===== src/sv/epm_pkg.sv =====
`timescale 1ns / 1ps
// ----------------------------------------------------------------------------
// epm_pkg
// Types and constants shared by the exact pattern matcher files.
// ----------------------------------------------------------------------------
package epm_pkg;

   // Field widths of the request and the length register.
   localparam int unsigned ModeWidth   = 1;
   localparam int unsigned IndexWidth  = 6;
   localparam int unsigned SymbolWidth = 8;
   localparam int unsigned LengthWidth = 7;

   // Request mode codes.
   localparam logic [ModeWidth-1:0] MODE_PATTERN = 1'b0;
   localparam logic [ModeWidth-1:0] MODE_TEXT    = 1'b1;

   // Per-cell control, decoded from the pattern length.
   typedef struct packed {
      logic enable; // cell position is inside the active pattern
      logic top;    // cell holds the last active pattern position
   } epm_cell_ctrl_type;

endpackage


===== src/sv/epm_if.sv =====
`timescale 1ns / 1ps
// ----------------------------------------------------------------------------
// epm_req_if / epm_rsp_if
// Valid/ready channels for requests (pattern writes, text bytes) and for
// match responses.
// ----------------------------------------------------------------------------
interface epm_req_if
   import epm_pkg::*;
();
   logic                   valid;
   logic                   ready;
   logic [ModeWidth-1:0]   mode;
   logic [IndexWidth-1:0]  index;
   logic [SymbolWidth-1:0] symbol;
   logic                   text_last;

   modport source (output valid, output mode, output index, output symbol,
                   output text_last, input ready);
   modport sink   (input valid, input mode, input index, input symbol,
                   input text_last, output ready);
endinterface

interface epm_rsp_if;
   logic valid;
   logic ready;
   logic found;

   modport source (output valid, output found, input ready);
   modport sink   (input valid, input found, output ready);
endinterface


===== src/sv/exact_pattern_matcher.sv =====
`timescale 1ns / 1ps
// ----------------------------------------------------------------------------
// exact_pattern_matcher
// Streams text bytes through a row of pattern cells and reports, at the end
// of each text, whether the pattern occurred anywhere in it.
//
//   Channel  Direction  Transaction
//   req_if   in         pattern byte write (mode 0) or one text byte (mode 1)
//   rsp_if   out        found flag, one per text byte marked last
//   csr_*    in         pattern_length write, no handshake
//
// One request is accepted every cycle unless stalled; the cell row updates in
// the cycle of acceptance. After the last text byte is accepted, its response
// passes the stage-one register, then the output register. Reset clears the
// match bits, the sticky found flag and the pipeline valid bits; pattern bytes
// are undefined until written. Requests stall only while a response waits in
// the output register and a second one is ready behind it.
// ----------------------------------------------------------------------------
module exact_pattern_matcher
   import epm_pkg::*;
#(
   parameter int unsigned PATTERN_MAX = 64
) (
   input  logic                   clock,
   input  logic                   reset,
   epm_req_if.sink                req_if,
   epm_rsp_if.source              rsp_if,
   input  logic                   csr_write_en,
   input  logic [LengthWidth-1:0] csr_write_data
);

   logic [LengthWidth-1:0] length_ff;
   logic                   accept;
   logic                   text_step;
   logic                   text_clear;
   logic                   stall;
   logic                   s1_valid_ff;
   logic                   s1_last_ff;
   logic                   seen_ff;
   logic                   seen_in;
   logic                   hit;
   logic                   found_now;
   logic                   out_valid_ff;
   logic                   out_found_ff;
   logic [PATTERN_MAX:0]   match_chain;
   logic [PATTERN_MAX-1:0] hit_leaf;

   // Pattern length register.
   always_ff @(posedge clock) begin
      if (reset) begin
         length_ff <= LengthWidth'(1);
      end else if (csr_write_en) begin
         length_ff <= csr_write_data;
      end
   end

   // Request handshake.
   assign stall      = s1_valid_ff & s1_last_ff & out_valid_ff & ~rsp_if.ready;
   assign req_if.ready = ~stall;
   assign accept     = req_if.valid & ~stall;
   assign text_step  = accept & (req_if.mode == MODE_TEXT);
   assign text_clear = req_if.text_last;

   // Row of pattern cells.
   assign match_chain[0] = 1'b1;

   for (genvar j = 0; j < PATTERN_MAX; j++) begin : g_cell
      epm_cell_ctrl_type ctrl;
      logic              char_write;

      assign ctrl.enable = (32'(length_ff) > j);
      assign ctrl.top    = (32'(length_ff) == j + 1) ||
                           ((j == PATTERN_MAX - 1) && (32'(length_ff) > PATTERN_MAX));
      assign char_write  = accept & (req_if.mode == MODE_PATTERN) &
                           (32'(req_if.index) == j);

      epm_cell u_cell (
         .clock      (clock),
         .reset      (reset),
         .char_write (char_write),
         .text_step  (text_step),
         .text_clear (text_clear),
         .symbol     (req_if.symbol),
         .ctrl       (ctrl),
         .match_left (match_chain[j]),
         .match_out  (match_chain[j+1]),
         .hit_out    (hit_leaf[j])
      );
   end

   // Stage one: which text byte the registered hit leaves belong to.
   always_ff @(posedge clock) begin
      if (reset) begin
         s1_valid_ff <= 1'b0;
         s1_last_ff  <= 1'b0;
      end else if (!stall) begin
         s1_valid_ff <= text_step;
         s1_last_ff  <= req_if.text_last;
      end
   end

   // Full match on this byte; an empty pattern matches everywhere.
   assign hit       = (|hit_leaf) | (length_ff == '0);
   assign found_now = seen_ff | hit;

   // Sticky found flag, cleared at the end of each text.
   always_comb begin
      seen_in = seen_ff;
      if (s1_valid_ff && !stall) begin
         seen_in = s1_last_ff ? 1'b0 : found_now;
      end
   end

   always_ff @(posedge clock) begin
      if (reset) begin
         seen_ff <= 1'b0;
      end else begin
         seen_ff <= seen_in;
      end
   end

   // Output register.
   always_ff @(posedge clock) begin
      if (reset) begin
         out_valid_ff <= 1'b0;
      end else if (s1_valid_ff && s1_last_ff && !stall) begin
         out_valid_ff <= 1'b1;
      end else if (rsp_if.ready) begin
         out_valid_ff <= 1'b0;
      end
   end

   always_ff @(posedge clock) begin
      if (s1_valid_ff && s1_last_ff && !stall) begin
         out_found_ff <= found_now;
      end
   end

   assign rsp_if.valid = out_valid_ff;
   assign rsp_if.found = out_found_ff;

endmodule


===== src/sv/epm_cell.sv =====
`timescale 1ns / 1ps
// ----------------------------------------------------------------------------
// epm_cell
// One pattern position: holds the pattern byte and the partial-match bit,
// updates that bit from its left neighbor's on every text byte, and clears it on the last byte of a text.
// ----------------------------------------------------------------------------
module epm_cell
   import epm_pkg::*;
(
   input  logic                   clock,
   input  logic                   reset,
   input  logic                   char_write,
   input  logic                   text_step,
   input  logic                   text_clear,
   input  logic [SymbolWidth-1:0] symbol,
   input  epm_cell_ctrl_type      ctrl,
   input  logic                   match_left,
   output logic                   match_out,
   output logic                   hit_out
);

   logic [SymbolWidth-1:0] char_ff;
   logic                   match_ff;
   logic                   hit_ff;
   logic                   match_new;
   logic                   match_in;

   // Pattern byte store, written by index.
   always_ff @(posedge clock) begin
      if (char_write) begin
         char_ff <= symbol;
      end
   end

   // The prefix ending here matches if the left prefix matched and this byte agrees.
   assign match_new = match_left & ctrl.enable & (char_ff == symbol);
   assign match_in  = text_clear ? 1'b0 : match_new;

   always_ff @(posedge clock) begin
      if (reset) begin
         match_ff <= 1'b0;
      end else if (text_step) begin
         match_ff <= match_in;
      end
   end

   // Full-match leaf: only the last active position reports.
   always_ff @(posedge clock) begin
      if (text_step) begin
         hit_ff <= match_new & ctrl.top;
      end
   end

   assign match_out = match_ff;
   assign hit_out   = hit_ff;

endmodule


===== src/flat_wrapper.sv =====
// flat-port wrapper written by rule: the top's interface ports become plain ports
module exact_pattern_matcher_flat import epm_pkg::*;
#(
   parameter int unsigned PATTERN_MAX = 64
)
  (clock, reset, csr_write_en, csr_write_data, req_if_valid, req_if_mode, req_if_index, req_if_symbol, req_if_text_last, req_if_ready, rsp_if_valid, rsp_if_found, rsp_if_ready);
  epm_req_if req_if_i ();
  epm_rsp_if rsp_if_i ();
  input  logic clock;
  input  logic reset;
  input  logic csr_write_en;
  input  logic [LengthWidth-1:0] csr_write_data;
  input wire logic [$bits(req_if_i.valid)-1:0] req_if_valid;
  input wire logic [$bits(req_if_i.mode)-1:0] req_if_mode;
  input wire logic [$bits(req_if_i.index)-1:0] req_if_index;
  input wire logic [$bits(req_if_i.symbol)-1:0] req_if_symbol;
  input wire logic [$bits(req_if_i.text_last)-1:0] req_if_text_last;
  output wire logic [$bits(req_if_i.ready)-1:0] req_if_ready;
  output wire logic [$bits(rsp_if_i.valid)-1:0] rsp_if_valid;
  output wire logic [$bits(rsp_if_i.found)-1:0] rsp_if_found;
  input wire logic [$bits(rsp_if_i.ready)-1:0] rsp_if_ready;
  assign req_if_i.valid = req_if_valid;
  assign req_if_i.mode = req_if_mode;
  assign req_if_i.index = req_if_index;
  assign req_if_i.symbol = req_if_symbol;
  assign req_if_i.text_last = req_if_text_last;
  assign req_if_ready = req_if_i.ready;
  assign rsp_if_valid = rsp_if_i.valid;
  assign rsp_if_found = rsp_if_i.found;
  assign rsp_if_i.ready = rsp_if_ready;
  exact_pattern_matcher #(.PATTERN_MAX(PATTERN_MAX)) u_core (.clock(clock), .reset(reset), .req_if(req_if_i), .rsp_if(rsp_if_i), .csr_write_en(csr_write_en), .csr_write_data(csr_write_data));
endmodule

===== config.mk =====
export PLATFORM = sky130hd
export DESIGN_NAME = exact_pattern_matcher_flat
export DESIGN_NICKNAME = d
export VERILOG_FILES = /design/src/sv/epm_pkg.sv /design/src/sv/epm_if.sv /design/src/sv/exact_pattern_matcher.sv /design/src/sv/epm_cell.sv /design/src/flat_wrapper.sv
export SDC_FILE = /design/constraint.sdc
export NUM_CORES = 1
export LEC_CHECK = 0
export BUFFER_PORTS_ARGS = -buffer_cell sky130_fd_sc_hd__clkbuf_2
export CAP_MARGIN = 0
export CORE_UTILIZATION = 60
export CTS_CLUSTER_SIZE = 40
export DETAILED_ROUTE_END_ITERATION = 8
export PLACE_DENSITY = 0.76
export SETUP_SLACK_MARGIN = 0.5
export SLEW_MARGIN = 30
export SYNTH_ARGS = -nofsm -noshare
export SYNTH_HDL_FRONTEND = slang
export SYNTH_SLANG_ARGS = --single-unit

===== constraint.sdc =====
create_clock -name clock -period 3.5 [get_ports clock]
set_input_delay 0.7 -clock clock [delete_from_list [all_inputs] [get_ports clock]]
set_output_delay 0.7 -clock clock [all_outputs]
set_load 0.01 [all_outputs]

After elaboration in Yosys (flattened, before gate mapping)
Cells that the tools add are included.
{"block": "classes", "order_cmp": 65, "eq_ne": 191, "n_mux": 66, "n_bitwise": 266, "n_reduce_logical": 9}
{"op": "$eq 8x8->1", "n": 64}
{"op": "$and 1x1->1", "n": 261}
{"op": "$eq 7x6->1 const B", "n": 32}
{"op": "$gt 7x6->1 const B", "n": 32}
{"op": "$eq 6x6->1 const B", "n": 32}
{"op": "$eq 7x5->1 const B", "n": 16}
{"op": "$gt 7x5->1 const B", "n": 16}
{"op": "$eq 6x5->1 const B", "n": 16}
{"op": "$mux 1", "n": 66}
{"op": "$reduce_or 64->1", "n": 1}
{"op": "$eq 7x4->1 const B", "n": 8}
{"op": "$gt 7x4->1 const B", "n": 8}
{"op": "$eq 6x4->1 const B", "n": 8}
{"op": "$eq 7x3->1 const B", "n": 4}
{"op": "$gt 7x3->1 const B", "n": 4}
{"op": "$eq 6x3->1 const B", "n": 4}
{"op": "$eq 7x2->1 const B", "n": 2}
{"op": "$gt 7x1->1 const B", "n": 2}
{"op": "$gt 7x2->1 const B", "n": 2}
{"op": "$eq 6x2->1 const B", "n": 2}
{"op": "$eq 7x1->1 const B", "n": 1}
{"op": "$eq 7x7->1 const B", "n": 1}
{"op": "$gt 7x7->1 const B", "n": 1}
{"op": "$logic_not 7->1", "n": 1}
{"op": "8 further kinds", "n": 13}
{"block": "word_totals", "regBits": 651, "elab_cells": 794}

Logic depth before layout (Yosys ltp)
{"block": "logic_depth", "word_depth": 7, "mapped_depth": 8}

By module
From an unflattened synthesis, not the netlist that was laid out.
{"block": "hier_totals", "hier_cells": 2005, "hier_area_um2": 28497.3}
{"mod": "epm_cell", "n_inst": 64, "cells_per_inst": 25, "area_each_um2": 410.4, "seq_area_each_um2": 290.3}
{"mod": "exact_pattern_matcher", "n_inst": 1, "cells_per_inst": 405, "area_each_um2": 2232.1, "seq_area_each_um2": 250.2}

Worst setup path after synthesis
Ideal clock, no wire load.
{"block": "synth_path", "path_kind": "input to register", "start": "input port rsp_if_ready", "end": "register u_core.g_cell[0].u_cell.hit_ff (enable)", "setup_ns": 0.418, "t_arrival_ns": 2.266, "t_required_ns": 3.082, "path_slack_ns": 0.816, "stages": 3, "n_path_buf": 0, "path_cell_list": "nand4b_4 > nand3_1 > inv_1"}
{"block": "synth_between", "elab_chain_len": 5}
{"element": "start, declared", "line": "flat_wrapper.sv:21", "source": "input wire logic [$bits(rsp_if_i.ready)-1:0] rsp_if_ready;"}
{"element": "$not 1->1", "line": "exact_pattern_matcher.sv:58", "source": "assign stall = s1_valid_ff & s1_last_ff & out_valid_ff & ~rsp_if.ready;"}
{"element": "$and 1x1->1", "line": "exact_pattern_matcher.sv:58"}
{"element": "$not 1->1", "line": "exact_pattern_matcher.sv:60", "source": "assign accept = req_if.valid & ~stall;"}
{"element": "$and 1x1->1", "line": "exact_pattern_matcher.sv:60"}
{"element": "$and 1x1->1", "line": "exact_pattern_matcher.sv:61", "source": "assign text_step = accept & (req_if.mode == MODE_TEXT);"}
{"element": "named net u_core.g_cell[0].u_cell.text_step", "line": "epm_cell.sv:13", "source": "input logic text_step,"}
{"element": "end signal, assigned", "line": "epm_cell.sv:50", "source": "hit_ff <= match_new & ctrl.top;"}
{"element": "end, declared", "line": "epm_cell.sv:24", "source": "logic hit_ff;"}
The timed path passes the listed nets, and every way through them passes these cells.
A chain may end at the register's enable or synchronous reset.

Final worst setup path
{"block": "layout_path", "start": "register u_core.length_ff[2]", "end": "register u_core.g_cell[59].u_cell.hit_ff, data pin"}
{"block": "layout_between", "elab_chain_len": 4}
{"element": "start, declared", "line": "exact_pattern_matcher.sv:32", "source": "logic [LengthWidth-1:0] length_ff;"}
{"element": "start signal, assigned", "line": "exact_pattern_matcher.sv:51", "source": "length_ff <= LengthWidth'(1);"}
{"element": "start signal, assigned", "line": "exact_pattern_matcher.sv:53", "source": "length_ff <= csr_write_data;"}
{"element": "$gt 7x6->1", "line": "exact_pattern_matcher.sv:71", "source": "assign ctrl.enable = (32'(length_ff) > j);"}
{"element": "$and 1x1->1 (2 in series)", "line": "epm_cell.sv:36", "source": "assign match_new = match_left & ctrl.enable & (char_ff == symbol);"}
{"element": "$and 1x1->1 *", "line": "epm_cell.sv:50"}
{"element": "end signal, assigned", "line": "epm_cell.sv:50"}
{"element": "end, declared", "line": "epm_cell.sv:24"}
Every way passes the cells marked *; elsewhere a longest branch is shown, timed or not.

==> flow_metrics.tcl <==
set metrics [dict create \
    synthMostInstantiatedCell "edfxtp_1" \
    clockBufferDepth 3 \
    hold_path.class "in -> reg" \
    portBuffers 30 \
    status "complete, no violations" \
    holdBufCountCts 0 \
    cts-root-buf "clkbuf_16" \
    dp_cells 2646 \
    holdPathStages 2 \
    synth_cells 1970 \
    wl_met2_um 31690 \
    worstPathMaxFanout 22 \
    setup_tns_ns 0 \
    seq_area_frac_synth_pct 67.61 \
    worstHoldEndpoint "u_core.length_ff[0]" \
    io_pins 31 \
    p_per_area_nw_per_um2 512.6 \
    worstReg2RegStart "u_core.length_ff[2]" \
    grt_pass1_wl_um 104900 \
    hold_viol 0 \
    rrSetupSlack_ns 0.61 \
    crit_arrival_ns 3.33 \
    fin_cells 2763 \
    fillerInstances 2962 \
    coreArea_sq_um 45580 \
    rsz0062_at_grt "no" \
    yosys_warnings 0 \
    syn_nets 1998 \
    worstSetupEndpointType "flop" \
    hp-start "csr_write_data[0]" \
    synth_common_cells "577 x edfxtp_1, 276 x xnor2_1, 236 x xor2_1" \
    path_clk_slew_ns 0.06 \
    wl_met1_um 28380 \
    antenna_found_initial 1 \
    drt_iter0_markers 2194 \
    fin_crit_sh_pct 82.62 \
    async_reset_ff_share_pct 0 \
    yosys.cell_types.count 63 \
    multi_input_area_sq_um 8377 \
    synth_area_leaders "edfxtp_1 62%, xnor2_1 8.7%, xor2_1 7.4%, dfxtp_1 5.3%, nor4_1 1.7%" \
    slew_viol_final 0 \
    viasPerCell 6.161 \
    vias 17020 \
    met3WireLength_um 7039 \
    antenna_left 0 \
    drive_above_1_share_pct 12.77 \
    start_kind "flop" \
    num_rows 78 \
    leakagePower_uw 0.01019 \
    start_util_pct 61.03 \
    drc 0 \
    finalSetupViolCount 0 \
    die_h_um 217.3 \
    final_nets 2137 \
    grt_pass1_vias 16780 \
    reg2reg_to "u_core.g_cell[59].u_cell.hit_out" \
    whs_ns 0.2860 \
    gp_congestion 0.9651 \
    ys_ff_latch 651 \
    die_w_um 217.3 \
    cap_viol_max_count 0 \
    r2r.worst_path.cells 5 \
    fmax_mhz 345.8 \
    synth.avg_cell_area_sq_um 14.12 \
    clk_latency_ns 0.64 \
    synth_largest_area_cell "edfxtp_1" \
    crit_type "reg -> reg" \
    synth_flop_cell "edfxtp_1" \
    grt-ovfl-total 0 \
    numClockSinks 651 \
    fin_skew_ns 0.02418 \
    track_usage_pct 30.21 \
    critPathRequiredTime_ns 3.94 \
    grt_max_degree 65 \
    min_period_ns 2.892 \
    ir_drop_mv 0.4870 \
    regArea_sq_um 18810 \
    wl_per_cell_um 25.26 \
    cts_setup_buffers 0 \
    ctsResizeCount 0 \
    first_pass_iters 6 \
    htree_levels 2 \
    synth_top_area_share_pct 62.29 \
    top_layer_used "met4" \
    wl_um 69800 \
    fp.dieArea_sq_um 47230 \
    synthesis.area_sq_um 27820 \
    numCtsBuffers 61 \
    tightest_slew_ns 0.9721 \
    cts_tree "done" \
    relSlewSlack_pct 35.19 \
    synth_edf_count 577 \
    dpl.hpwl_um 46730 \
    areaGrowthSynthToFinish_pct 13.22 \
]
flip-flops by register name, indices dropped and copies added, names as in the netlist:
name                            count
u_core.g_cell.u_cell.hit_out       64
u_core.s1_last_ff                   1
u_core.g_cell.u_cell.char_ff      512
u_core.length_ff                    7
u_core.rsp_if.found                 1
u_core.s1_valid_ff                  1
u_core.seen_ff                      1
u_core.g_cell.u_cell.match_out     63
u_core.rsp_if.valid                 1
where the power goes:
group	leakage [uW]	total (uW)	internal (uW)	switching, uW
clock network	0.000954	6560	3790	2770
logic	0.00345	1030	358	671
registers	0.00578	8560	8500	57.1
total	0.0102	16100	12600	3500
layout by cell type (no fill, tap or decap), drive strengths merged, types with 4 or more instances in the layout:
cell / Yosys / routed
edfxtp: 577 / 577
xnor2: 276 / 276
xor2: 236 / 236
buf: 76 / 155
clkbuf: 25 / 125
nor2: 124 / 124
nand2: 96 / 96
nor4: 78 / 78
dfxtp: 74 / 74
nand4: 69 / 69
nand3: 59 / 59
o21ai: 50 / 50
nor3: 49 / 49
and3: 23 / 23
a21oi: 20 / 20
a22o: 19 / 19
nor2b: 15 / 15
nand2b: 14 / 14
or4: 8 / 8
a2111oi: 8 / 8
and2: 8 / 8
o2111ai: 7 / 7
nand4b: 7 / 7
a21o: 6 / 6
mux2i: 6 / 6
or3: 6 / 6
clkinv: 0 / 6
bufinv: 0 / 4
inv: 3 / 4
area by class of cell:
cell class	count	area share (%)
clock inverters	13	0.5482
diodes	1	0.007945
well taps	600	2.384
clock buffers	103	5.737
repair buffers	177	4.974
inverters	3	0.03575
flip-flops and latches	651	59.72
multi-input cells	1215	26.60
worst max path at each step:
| stage | startpoint | endpoint | slack, ns | cells after the start |
|---|---|---|---|---|
| 6_report | u_core.length_ff[2] | u_core.g_cell[59].u_cell.hit_out | 0.61 | 5 |
| 5_1_grt | u_core.length_ff[2] | u_core.g_cell[59].u_cell.hit_out | 0.57 | 5 |
| 4_1_cts | u_core.length_ff[2] | u_core.g_cell[59].u_cell.hit_out | 0.74 | 5 |
| 3_5_place_dp | req_if_valid | u_core.g_cell[20].u_cell.char_ff[6] | 0.61 | 6 |
| 3_3_place_gp | req_if_valid | u_core.g_cell[4].u_cell.char_ff[0] | 0.70 | 6 |
| 2_1_floorplan | rsp_if_ready | u_core.g_cell[0].u_cell.hit_out | 0.82 | 3 |
metrics by stage:
| stage | power, uW | instance area, sq um | utilization (%) | setup WS [ns] |
|---|---|---|---|---|
| 4_1_cts | 16170 | 31490 | 69.10 | 0.7359 |
| 3_3_place_gp | 9703 | 29510 | 64.76 | 0.7020 |
| 6_report | 16140 | 31500 | 69.10 | 0.6083 |
| 2_1_floorplan | 9275 | 27820 | - | 0.8161 |
| 3_5_place_dp | 9731 | 29510 | 64.76 | 0.6125 |
| 5_1_grt | 16530 | 31490 | 69.10 | 0.5744 |
critical path, stage by stage, from the launching register on:
cell	delay, ns
dfxtp_1	0.94
nand2_1	0.53
nor2_1	0.37
o2111ai_1	0.16
or4_1	0.48
nor4_2	0.19
per-layer routing:
metal / vias up / GRT usage [%]
li1: 7445 / -
met1: 8429 / 42.17
met3: 198 / 6.932
met2: 952 / 46.61
met4: 0 / 11.06
met5: - / 0
logic make-up after synthesis:
kind of cell / after synthesis / synth area share [%]
AO/OA/AOI/OAI: 128 / 3.059
XOR/XNOR: 512 / 16.12
buffers and inverters: 104 / 2.303
multiplexers: 6 / 0.2159
AND/OR/NAND/NOR: 569 / 10.69
flip-flops: 651 / 67.61
Note: power is estimated with default switching activity, not from simulation.
